[src/sv/frx_pkg.sv]
// Shared types and constants for the length-prefixed frame receiver.
// Used by frx_cfg, frx_parse and prefixed_frame_receiver; depends on nothing.
`timescale 1ns / 1ps

package frx_pkg;

  localparam int ADDR_W = 3;
  localparam int DATA_W = 32;

  localparam logic [7:0] PREFIX_VALUE_RST  = 8'd170;
  localparam logic [3:0] PREFIX_LENGTH_RST = 4'd2;
  localparam logic [3:0] PREFIX_LENGTH_MIN = 4'd2;

  // Register index, taken from paddr[2].
  localparam logic REG_PREFIX_VALUE  = 1'b0;
  localparam logic REG_PREFIX_LENGTH = 1'b1;

  typedef struct packed {
    logic [7:0] prefix_value;
    logic [3:0] prefix_length;
  } cfg_t;

  typedef enum logic [3:0] {
    ST_HUNT    = 4'b0001,
    ST_LEN_HI  = 4'b0010,
    ST_LEN_LO  = 4'b0100,
    ST_PAYLOAD = 4'b1000
  } state_t;

  typedef struct packed {
    logic        emit;
    logic [7:0]  payload_byte;
    logic        last_of_frame;
    logic        check_ok;
    logic [15:0] frame_count;
  } res_t;

endpackage

[src/sv/frx_cfg.sv]
// Configuration registers of the frame receiver behind an APB-style port.
// Depends on frx_pkg for the register indexes, reset values and cfg_t.
`timescale 1ns / 1ps

module frx_cfg (
  input  logic                        clk,
  input  logic                        rst,
  input  logic                        psel,
  input  logic                        penable,
  input  logic                        pwrite,
  input  logic [frx_pkg::ADDR_W-1:0]  paddr,
  input  logic [frx_pkg::DATA_W-1:0]  pwdata,
  output logic [frx_pkg::DATA_W-1:0]  prdata,
  output logic                        pready,
  output frx_pkg::cfg_t               cfg
);

  logic wr_en;

  assign pready = 1'b1;
  assign wr_en  = psel && penable && pwrite;

  always_ff @(posedge clk) begin
    if (rst) begin
      cfg.prefix_value  <= frx_pkg::PREFIX_VALUE_RST;
      cfg.prefix_length <= frx_pkg::PREFIX_LENGTH_RST;
    end else if (wr_en) begin
      case (paddr[2])
        frx_pkg::REG_PREFIX_VALUE:  cfg.prefix_value  <= pwdata[7:0];
        frx_pkg::REG_PREFIX_LENGTH: cfg.prefix_length <= pwdata[3:0];
        default: ;
      endcase
    end
  end

  always_comb begin
    case (paddr[2])
      frx_pkg::REG_PREFIX_VALUE:  prdata = {{(frx_pkg::DATA_W-8){1'b0}}, cfg.prefix_value};
      frx_pkg::REG_PREFIX_LENGTH: prdata = {{(frx_pkg::DATA_W-4){1'b0}}, cfg.prefix_length};
      default:                    prdata = '0;
    endcase
  end

endmodule

[src/sv/frx_parse.sv]
// Frame parser: prefix hunt, length capture, payload XOR check and pass counter.
// Depends on frx_pkg for cfg_t, state_t and res_t.
`timescale 1ns / 1ps

module frx_parse (
  input  logic          clk,
  input  logic          rst,
  input  logic          step,
  input  logic [7:0]    rx_byte,
  input  frx_pkg::cfg_t cfg,
  output frx_pkg::res_t res
);

  frx_pkg::state_t state, state_next;
  logic [3:0]  prefix_run, prefix_run_next;
  logic [7:0]  previous_rx;
  logic [7:0]  length_high, length_high_next;
  logic [15:0] frame_length, frame_length_next;
  logic [15:0] data_idx, data_idx_next;
  logic [7:0]  running_xor, running_xor_next;
  logic [15:0] good_frames, good_frames_next;

  logic [3:0]  plen;
  logic [3:0]  run_upd;
  logic [15:0] flen_rx;
  logic [16:0] idx_plus;
  logic        last;
  logic        ok;

  always_comb begin
    plen     = (cfg.prefix_length < frx_pkg::PREFIX_LENGTH_MIN) ?
               frx_pkg::PREFIX_LENGTH_MIN : cfg.prefix_length;
    flen_rx  = {length_high, rx_byte};
    idx_plus = {1'b0, data_idx} + 17'd1;
    last     = (idx_plus == {1'b0, frame_length});
    ok       = last && ((frame_length == 16'd1) || (running_xor == rx_byte));

    // A prefix byte only extends the run when the byte before it was one too.
    if (rx_byte == cfg.prefix_value) begin
      run_upd = (previous_rx == cfg.prefix_value) ? prefix_run + 4'd1 : prefix_run;
    end else begin
      run_upd = 4'd0;
    end

    state_next        = state;
    prefix_run_next   = prefix_run;
    length_high_next  = length_high;
    frame_length_next = frame_length;
    data_idx_next     = data_idx;
    running_xor_next  = running_xor;
    good_frames_next  = good_frames;

    res.emit          = 1'b0;
    res.payload_byte  = rx_byte;
    res.last_of_frame = 1'b0;
    res.check_ok      = 1'b0;
    res.frame_count   = good_frames;

    case (state)
      frx_pkg::ST_HUNT: begin
        prefix_run_next = run_upd;
        if (run_upd == plen - 4'd1) begin
          state_next       = frx_pkg::ST_LEN_HI;
          running_xor_next = 8'd0;
        end
      end
      frx_pkg::ST_LEN_HI: begin
        length_high_next = rx_byte;
        state_next       = frx_pkg::ST_LEN_LO;
      end
      frx_pkg::ST_LEN_LO: begin
        if (flen_rx == 16'd0) begin
          state_next        = frx_pkg::ST_HUNT;
          prefix_run_next   = 4'd0;
          length_high_next  = 8'd0;
          frame_length_next = 16'd0;
          running_xor_next  = 8'd0;
        end else begin
          state_next        = frx_pkg::ST_PAYLOAD;
          frame_length_next = flen_rx;
          data_idx_next     = 16'd0;
        end
      end
      frx_pkg::ST_PAYLOAD: begin
        good_frames_next  = good_frames + {15'd0, ok};
        res.emit          = 1'b1;
        res.last_of_frame = last;
        res.check_ok      = ok;
        res.frame_count   = good_frames_next;
        if (last) begin
          state_next        = frx_pkg::ST_HUNT;
          prefix_run_next   = 4'd0;
          length_high_next  = 8'd0;
          frame_length_next = 16'd0;
          running_xor_next  = 8'd0;
          data_idx_next     = 16'd0;
        end else begin
          running_xor_next = running_xor ^ rx_byte;
          data_idx_next    = idx_plus[15:0];
        end
      end
      default: begin
        state_next      = frx_pkg::ST_HUNT;
        prefix_run_next = 4'd0;
      end
    endcase
  end

  always_ff @(posedge clk) begin
    if (rst) begin
      state        <= frx_pkg::ST_HUNT;
      prefix_run   <= 4'd0;
      previous_rx  <= 8'd0;
      length_high  <= 8'd0;
      frame_length <= 16'd0;
      data_idx     <= 16'd0;
      running_xor  <= 8'd0;
      good_frames  <= 16'd0;
    end else if (step) begin
      state        <= state_next;
      prefix_run   <= prefix_run_next;
      previous_rx  <= rx_byte;
      length_high  <= length_high_next;
      frame_length <= frame_length_next;
      data_idx     <= data_idx_next;
      running_xor  <= running_xor_next;
      good_frames  <= good_frames_next;
    end
  end

endmodule

[src/sv/prefixed_frame_receiver.sv]
// A payload byte passes through the input register and then the result register,
// which holds its result beat until out_ready takes it.
// Throughput: one byte per cycle; the input register and the result register
// decouple the two channels, and a stall on the result side stalls the input.
// Reset (rst, synchronous): hunting, counters cleared, prefix_value 170, length 2.
// Depends on frx_pkg, frx_cfg and frx_parse.
`timescale 1ns / 1ps

module prefixed_frame_receiver (
  input  logic                        clk,
  input  logic                        rst,
  input  logic                        psel,
  input  logic                        penable,
  input  logic                        pwrite,
  input  logic [frx_pkg::ADDR_W-1:0]  paddr,
  input  logic [frx_pkg::DATA_W-1:0]  pwdata,
  output logic [frx_pkg::DATA_W-1:0]  prdata,
  output logic                        pready,
  input  logic                        rx_valid,
  output logic                        rx_ready,
  input  logic [7:0]                  rx_byte,
  output logic                        out_valid,
  input  logic                        out_ready,
  output logic [7:0]                  payload_byte,
  output logic                        last_of_frame,
  output logic                        check_ok,
  output logic [15:0]                 frame_count
);

  frx_pkg::cfg_t cfg;
  frx_pkg::res_t res;

  logic       s1_valid;
  logic [7:0] s1_byte;
  logic       s1_step;

  frx_cfg u_cfg (
    .clk     (clk),
    .rst     (rst),
    .psel    (psel),
    .penable (penable),
    .pwrite  (pwrite),
    .paddr   (paddr),
    .pwdata  (pwdata),
    .prdata  (prdata),
    .pready  (pready),
    .cfg     (cfg)
  );

  // The held byte is processed once the result register can take a beat.
  assign s1_step  = s1_valid && (!out_valid || out_ready);
  assign rx_ready = !s1_valid || s1_step;

  always_ff @(posedge clk) begin
    if (rst) begin
      s1_valid <= 1'b0;
    end else if (rx_valid && rx_ready) begin
      s1_valid <= 1'b1;
    end else if (s1_step) begin
      s1_valid <= 1'b0;
    end
  end

  always_ff @(posedge clk) begin
    if (rx_valid && rx_ready) begin
      s1_byte <= rx_byte;
    end
  end

  frx_parse u_parse (
    .clk     (clk),
    .rst     (rst),
    .step    (s1_step),
    .rx_byte (s1_byte),
    .cfg     (cfg),
    .res     (res)
  );

  always_ff @(posedge clk) begin
    if (rst) begin
      out_valid <= 1'b0;
    end else if (s1_step && res.emit) begin
      out_valid <= 1'b1;
    end else if (out_ready) begin
      out_valid <= 1'b0;
    end
  end

  always_ff @(posedge clk) begin
    if (s1_step && res.emit) begin
      payload_byte  <= res.payload_byte;
      last_of_frame <= res.last_of_frame;
      check_ok      <= res.check_ok;
      frame_count   <= res.frame_count;
    end
  end

  a_ok_only_on_last: assert property (@(posedge clk) disable iff (rst)
    out_valid && check_ok |-> last_of_frame)
    else $error("check_ok raised on a beat that is not the last of its frame");

  a_empty_stage_ready: assert property (@(posedge clk) disable iff (rst)
    !s1_valid |-> rx_ready)
    else $error("input stalled while the input register is empty");

  a_held_byte_kept: assert property (@(posedge clk) disable iff (rst)
    s1_valid && !s1_step |=> s1_valid && $stable(s1_byte))
    else $error("held byte lost or changed before it was processed");

endmodule
[config.mk]
export PLATFORM = sky130hd
export DESIGN_NAME = prefixed_frame_receiver
export DESIGN_NICKNAME = d
export VERILOG_FILES = /design/src/sv/frx_pkg.sv /design/src/sv/frx_cfg.sv /design/src/sv/frx_parse.sv /design/src/sv/prefixed_frame_receiver.sv
export SDC_FILE = /design/constraint.sdc
export NUM_CORES = 1
export LEC_CHECK = 0
export BUFFER_PORTS_ARGS = -buffer_cell sky130_fd_sc_hd__buf_2
export CAP_MARGIN = 20
export CORE_AREA = 2 2 145 147
export DETAILED_ROUTE_END_ITERATION = 7
export DIE_AREA = 0 0 147 149
export HOLD_SLACK_MARGIN = 0.08
export MAX_ROUTING_LAYER = met4
export PLACE_DENSITY = 0.59
export SYNTH_ARGS = -nofsm -noshare
export SYNTH_HDL_FRONTEND = slang
export SYNTH_SLANG_ARGS = --single-unit
[constraint.sdc]
create_clock -name clk -period 4.85 [get_ports clk]
set_clock_uncertainty 0.05 [all_clocks]
set_input_delay 0.97 -clock clk [delete_from_list [all_inputs] [get_ports clk]]
set_output_delay 0.97 -clock clk [all_outputs]
set_load 0.03 [all_outputs]
==> reports/qor.yml <==
post_cts_repair_timing_setup_buffer_count: 0
remaining_drc_errors: 0
grt_start_max_net_pins: 55
cellLeakagePower_nw: 2.982
dieArea_um2: 21900
layout.cell_area.non_filler_um2: 8033
postRouteAntennaNets: 0
die_height_um: 149
grt_first_pass_wirelength_mm: 25.27
globalRouteTotalUtil: 0.1495
totalNegativeSetupSlack_ns: 0
post_route_cells_drive_above_1_share: 0.1533
ctsHoldBuffers: 0
cts_buffer_depth: 2
mostFrequentLayoutCells: "sky130_fd_sc_hd__dfxtp_1, sky130_fd_sc_hd__nand2_1, sky130_fd_sc_hd__buf_2, sky130_fd_sc_hd__nor2_1, sky130_fd_sc_hd__xnor2_1"
comb_power_share: 0.055
power.net_switching_uw: 627.1
cp_data_arrival_time_ns: 4.47
tightestPinTransition_ns: 1.039
post_synthesis_cell_count: 777
timing.slew.headroom: 0.3056
holdWs_ns: 0.4182
initial_antenna_violation_count: 0
ys_warn_count: 0
finish.net_count: 877
gp_congestion: 0.8561
synth_sequential_area_ratio: 0.4169
min-delay-path-class: "reg2reg"
detail_route.vias_per_cell: 5.005
chipWidth_um: 147
design.portCount: 111
critPathKind: "reg2reg"
p_total_mw: 2.559
power.density_cell_area_nw_per_um2: 318.6
power_frac_seq: 0.445
synth_seq_cells: 128
areaGrowthSynthToFinish_pct: 15.36
setup_viol: 0
synth_area_um2: 6963
cts_tree: "built"
reg2reg_slack_ns: 0.51
first_global_vias: 4914
cts_htree_levels: 4
nature_of_the_critical_path_startpoint: "register"
clk_pin_slew_worst_paths_ns: 0.06
dpl-instance-area_um2: 7405
final_hold_viol_count: 0
outcome: "completed"
syn_avg_cell_area_um2: 8.961
power_report.internal_total_mw: 1.932
placeableCoreArea_um2: 20560
critPathMaxFanout: 6
io_buffers: 59
drt_wl_total_mm: 15.89
slew_violations: 0
postSynth.topFlopCell: "sky130_fd_sc_hd__dfxtp_1"
maxClockFrequency_mhz: 230.2
period_needed_ns: 4.343
core.rowCount: 53
grt_setup_unrepaired: "no"
p_clk_frac: 0.500
ys_async_sr_fraction: 0
count_of_cell_types_in_the_netlist: 67
grt.overflow.total: 0
number_of_enable_type_register_cells_in_the_synthesized_netlist: 34
via_count: 5556
ir_drop_uv: 248.2
timing.critical_path.to_type: "register"
number_of_clock_sinks: 128
cts_inserted_buffers: 17
initial_utilization: 0.3387
first_drt_pass_iteration_count: 5
drtIter0Drc: 481
wl_per_cell_um: 14.31
layout.cells.most_common: "sky130_fd_sc_hd__dfxtp_1"
post_detailed_placement_half_perimeter_wirelength_mm: 10.93
swShare: 0.2450
worst_skew_late_latency_ns: 0.42
max_cap_violations: 0
root_buffer: "sky130_fd_sc_hd__clkbuf_16"
count_of_antenna_diodes_in_the_layout: 0
timing.final.crit_share: 0.8955
critical_path_required_ns: 4.98
==> sequential cells by signal, indices dropped and copies added, names as in the netlist, 4 cells and up <==
name / cells
u_parse.length_high: 8
u_parse.good_frames: 16
u_parse.previous_rx: 8
frame_count: 16
payload_byte: 8
u_parse.running_xor: 8
u_parse.data_idx: 16
u_parse.frame_length: 16
u_cfg.cfg: 12
s1_byte: 8
u_parse.state: 4
u_parse.prefix_run: 4
==> routing by layer <==
metal | global-route usage | vias to the layer above | wire length (µm)
li1 | - | 2817 | -
met1 | 0.2070 | 2614 | 8117
met2 | 0.2127 | 106 | 7028
met3 | 0.03884 | 19 | 545
met4 | 0.04856 | 0 | 194
met5 | - | - | 0
==> synthesized netlist by cell type (all sizes together) (3+ instances only) <==
library cell | count | share of area
nor2 | 57 | 0.031
or4 | 5 | 0.0054
nand2 | 90 | 0.050
xnor2 | 42 | 0.053
nand3 | 15 | 0.011
a21bo | 3 | 0.0043
nand2b | 28 | 0.025
buf | 38 | 0.039
clkbuf | 34 | 0.018
or3 | 9 | 0.0081
a311oi | 10 | 0.013
o31ai | 5 | 0.0054
inv | 13 | 0.0070
and4b | 4 | 0.0058
a31oi | 13 | 0.012
or2 | 3 | 0.0027
ha | 5 | 0.0090
o311a | 3 | 0.0043
a211o | 5 | 0.0063
and3 | 8 | 0.0072
nor3 | 13 | 0.0093
a21oi | 40 | 0.030
dfxtp | 94 | 0.27
nor3b | 12 | 0.013
mux2i | 26 | 0.037
mux2 | 7 | 0.011
o21ai | 26 | 0.019
nand4 | 15 | 0.014
nor4 | 19 | 0.017
nor2b | 23 | 0.021
and4 | 7 | 0.0088
a221o | 6 | 0.0086
xor2 | 30 | 0.038
edfxtp | 34 | 0.15
and2 | 7 | 0.0063
==> stage by stage <==
step           utilization  cells  setup WS, ns
2_1_floorplan            -    800        0.9282
3_3_place_gp        0.3602   1077        0.4066
3_5_place_dp        0.3602   1077        0.4200
4_1_cts             0.3892   1109        0.4070
5_1_grt             0.3907   1110       0.03284
6_report            0.3907   1110        0.5068
==> cell type report <==
type	instances	area, µm²
clock buffer	18	439.2
clock inverter	14	156.4
fill	2097	12520
inverter	14	52.55
multi-input combinational	586	3722
sequential	128	2903
tap	275	344.1
timing repair buffer	75	415.4
==> power by group through the flow <==
stage               sequential (mW)  combinational, mW  clock, mW
finish                         1.14              0.140       1.28
global placement               1.16              0.139          0
global route                   1.14              0.154       1.36
detailed placement             1.16              0.140          0
floorplan                      1.14              0.130          0
CTS                            1.14              0.140       1.30
==> worst paths after layout <==
check | end | cells after the start | from
hold reg to reg | u_parse.previous_rx[4] | 2 | u_parse.previous_rx[4]
setup / recovery | frame_count[15] | 18 | u_parse.data_idx[0]
setup reg to reg | frame_count[15] | 18 | u_parse.data_idx[0]
hold / removal | u_parse.previous_rx[4] | 2 | u_parse.previous_rx[4]
==> repair_timing <==
item / in CTS / in global routing
hold endpoints to repair: 0 / 0
setup endpoints to repair: 0 / 8
resized for setup: 0 / 4
==> critical path, cell delays in order, from the launching register on <==
cell	delay [ns]
sky130_fd_sc_hd__dfxtp_1	0.45
sky130_fd_sc_hd__ha_1	0.29
sky130_fd_sc_hd__nand3_1	0.25
sky130_fd_sc_hd__buf_4	0.23
sky130_fd_sc_hd__nor3_1	0.33
sky130_fd_sc_hd__xnor2_1	0.12
sky130_fd_sc_hd__nor4_1	0.33
sky130_fd_sc_hd__and2_1	0.21
sky130_fd_sc_hd__nand3_1	0.11
sky130_fd_sc_hd__a21oi_2	0.21
sky130_fd_sc_hd__ha_1	0.22
sky130_fd_sc_hd__nand4_1	0.15
sky130_fd_sc_hd__nor4_1	0.29
sky130_fd_sc_hd__buf_4	0.16
sky130_fd_sc_hd__nand3_1	0.09
sky130_fd_sc_hd__nor2_1	0.16
sky130_fd_sc_hd__and3_1	0.22
sky130_fd_sc_hd__nand3_1	0.10
sky130_fd_sc_hd__xnor2_1	0.14
==> cells by family (layout without fill, tap and decap cells) <==
logic type | after synthesis | in the layout | synth area share
muxes | 33 | 33 | 0.04870
xor gates and xnor gates | 72 | 72 | 0.09057
and+or+nand+nor | 318 | 318 | 0.2383
DFF | 128 | 128 | 0.4169
adders and majority gates | 5 | 5 | 0.008985
other | 2 | 25 | 0.001079
buffers and inverters | 86 | 121 | 0.06451
AOI/OAI and AO/OA | 133 | 133 | 0.1310
No activity file was read; power rests on OpenSTA's default activity.
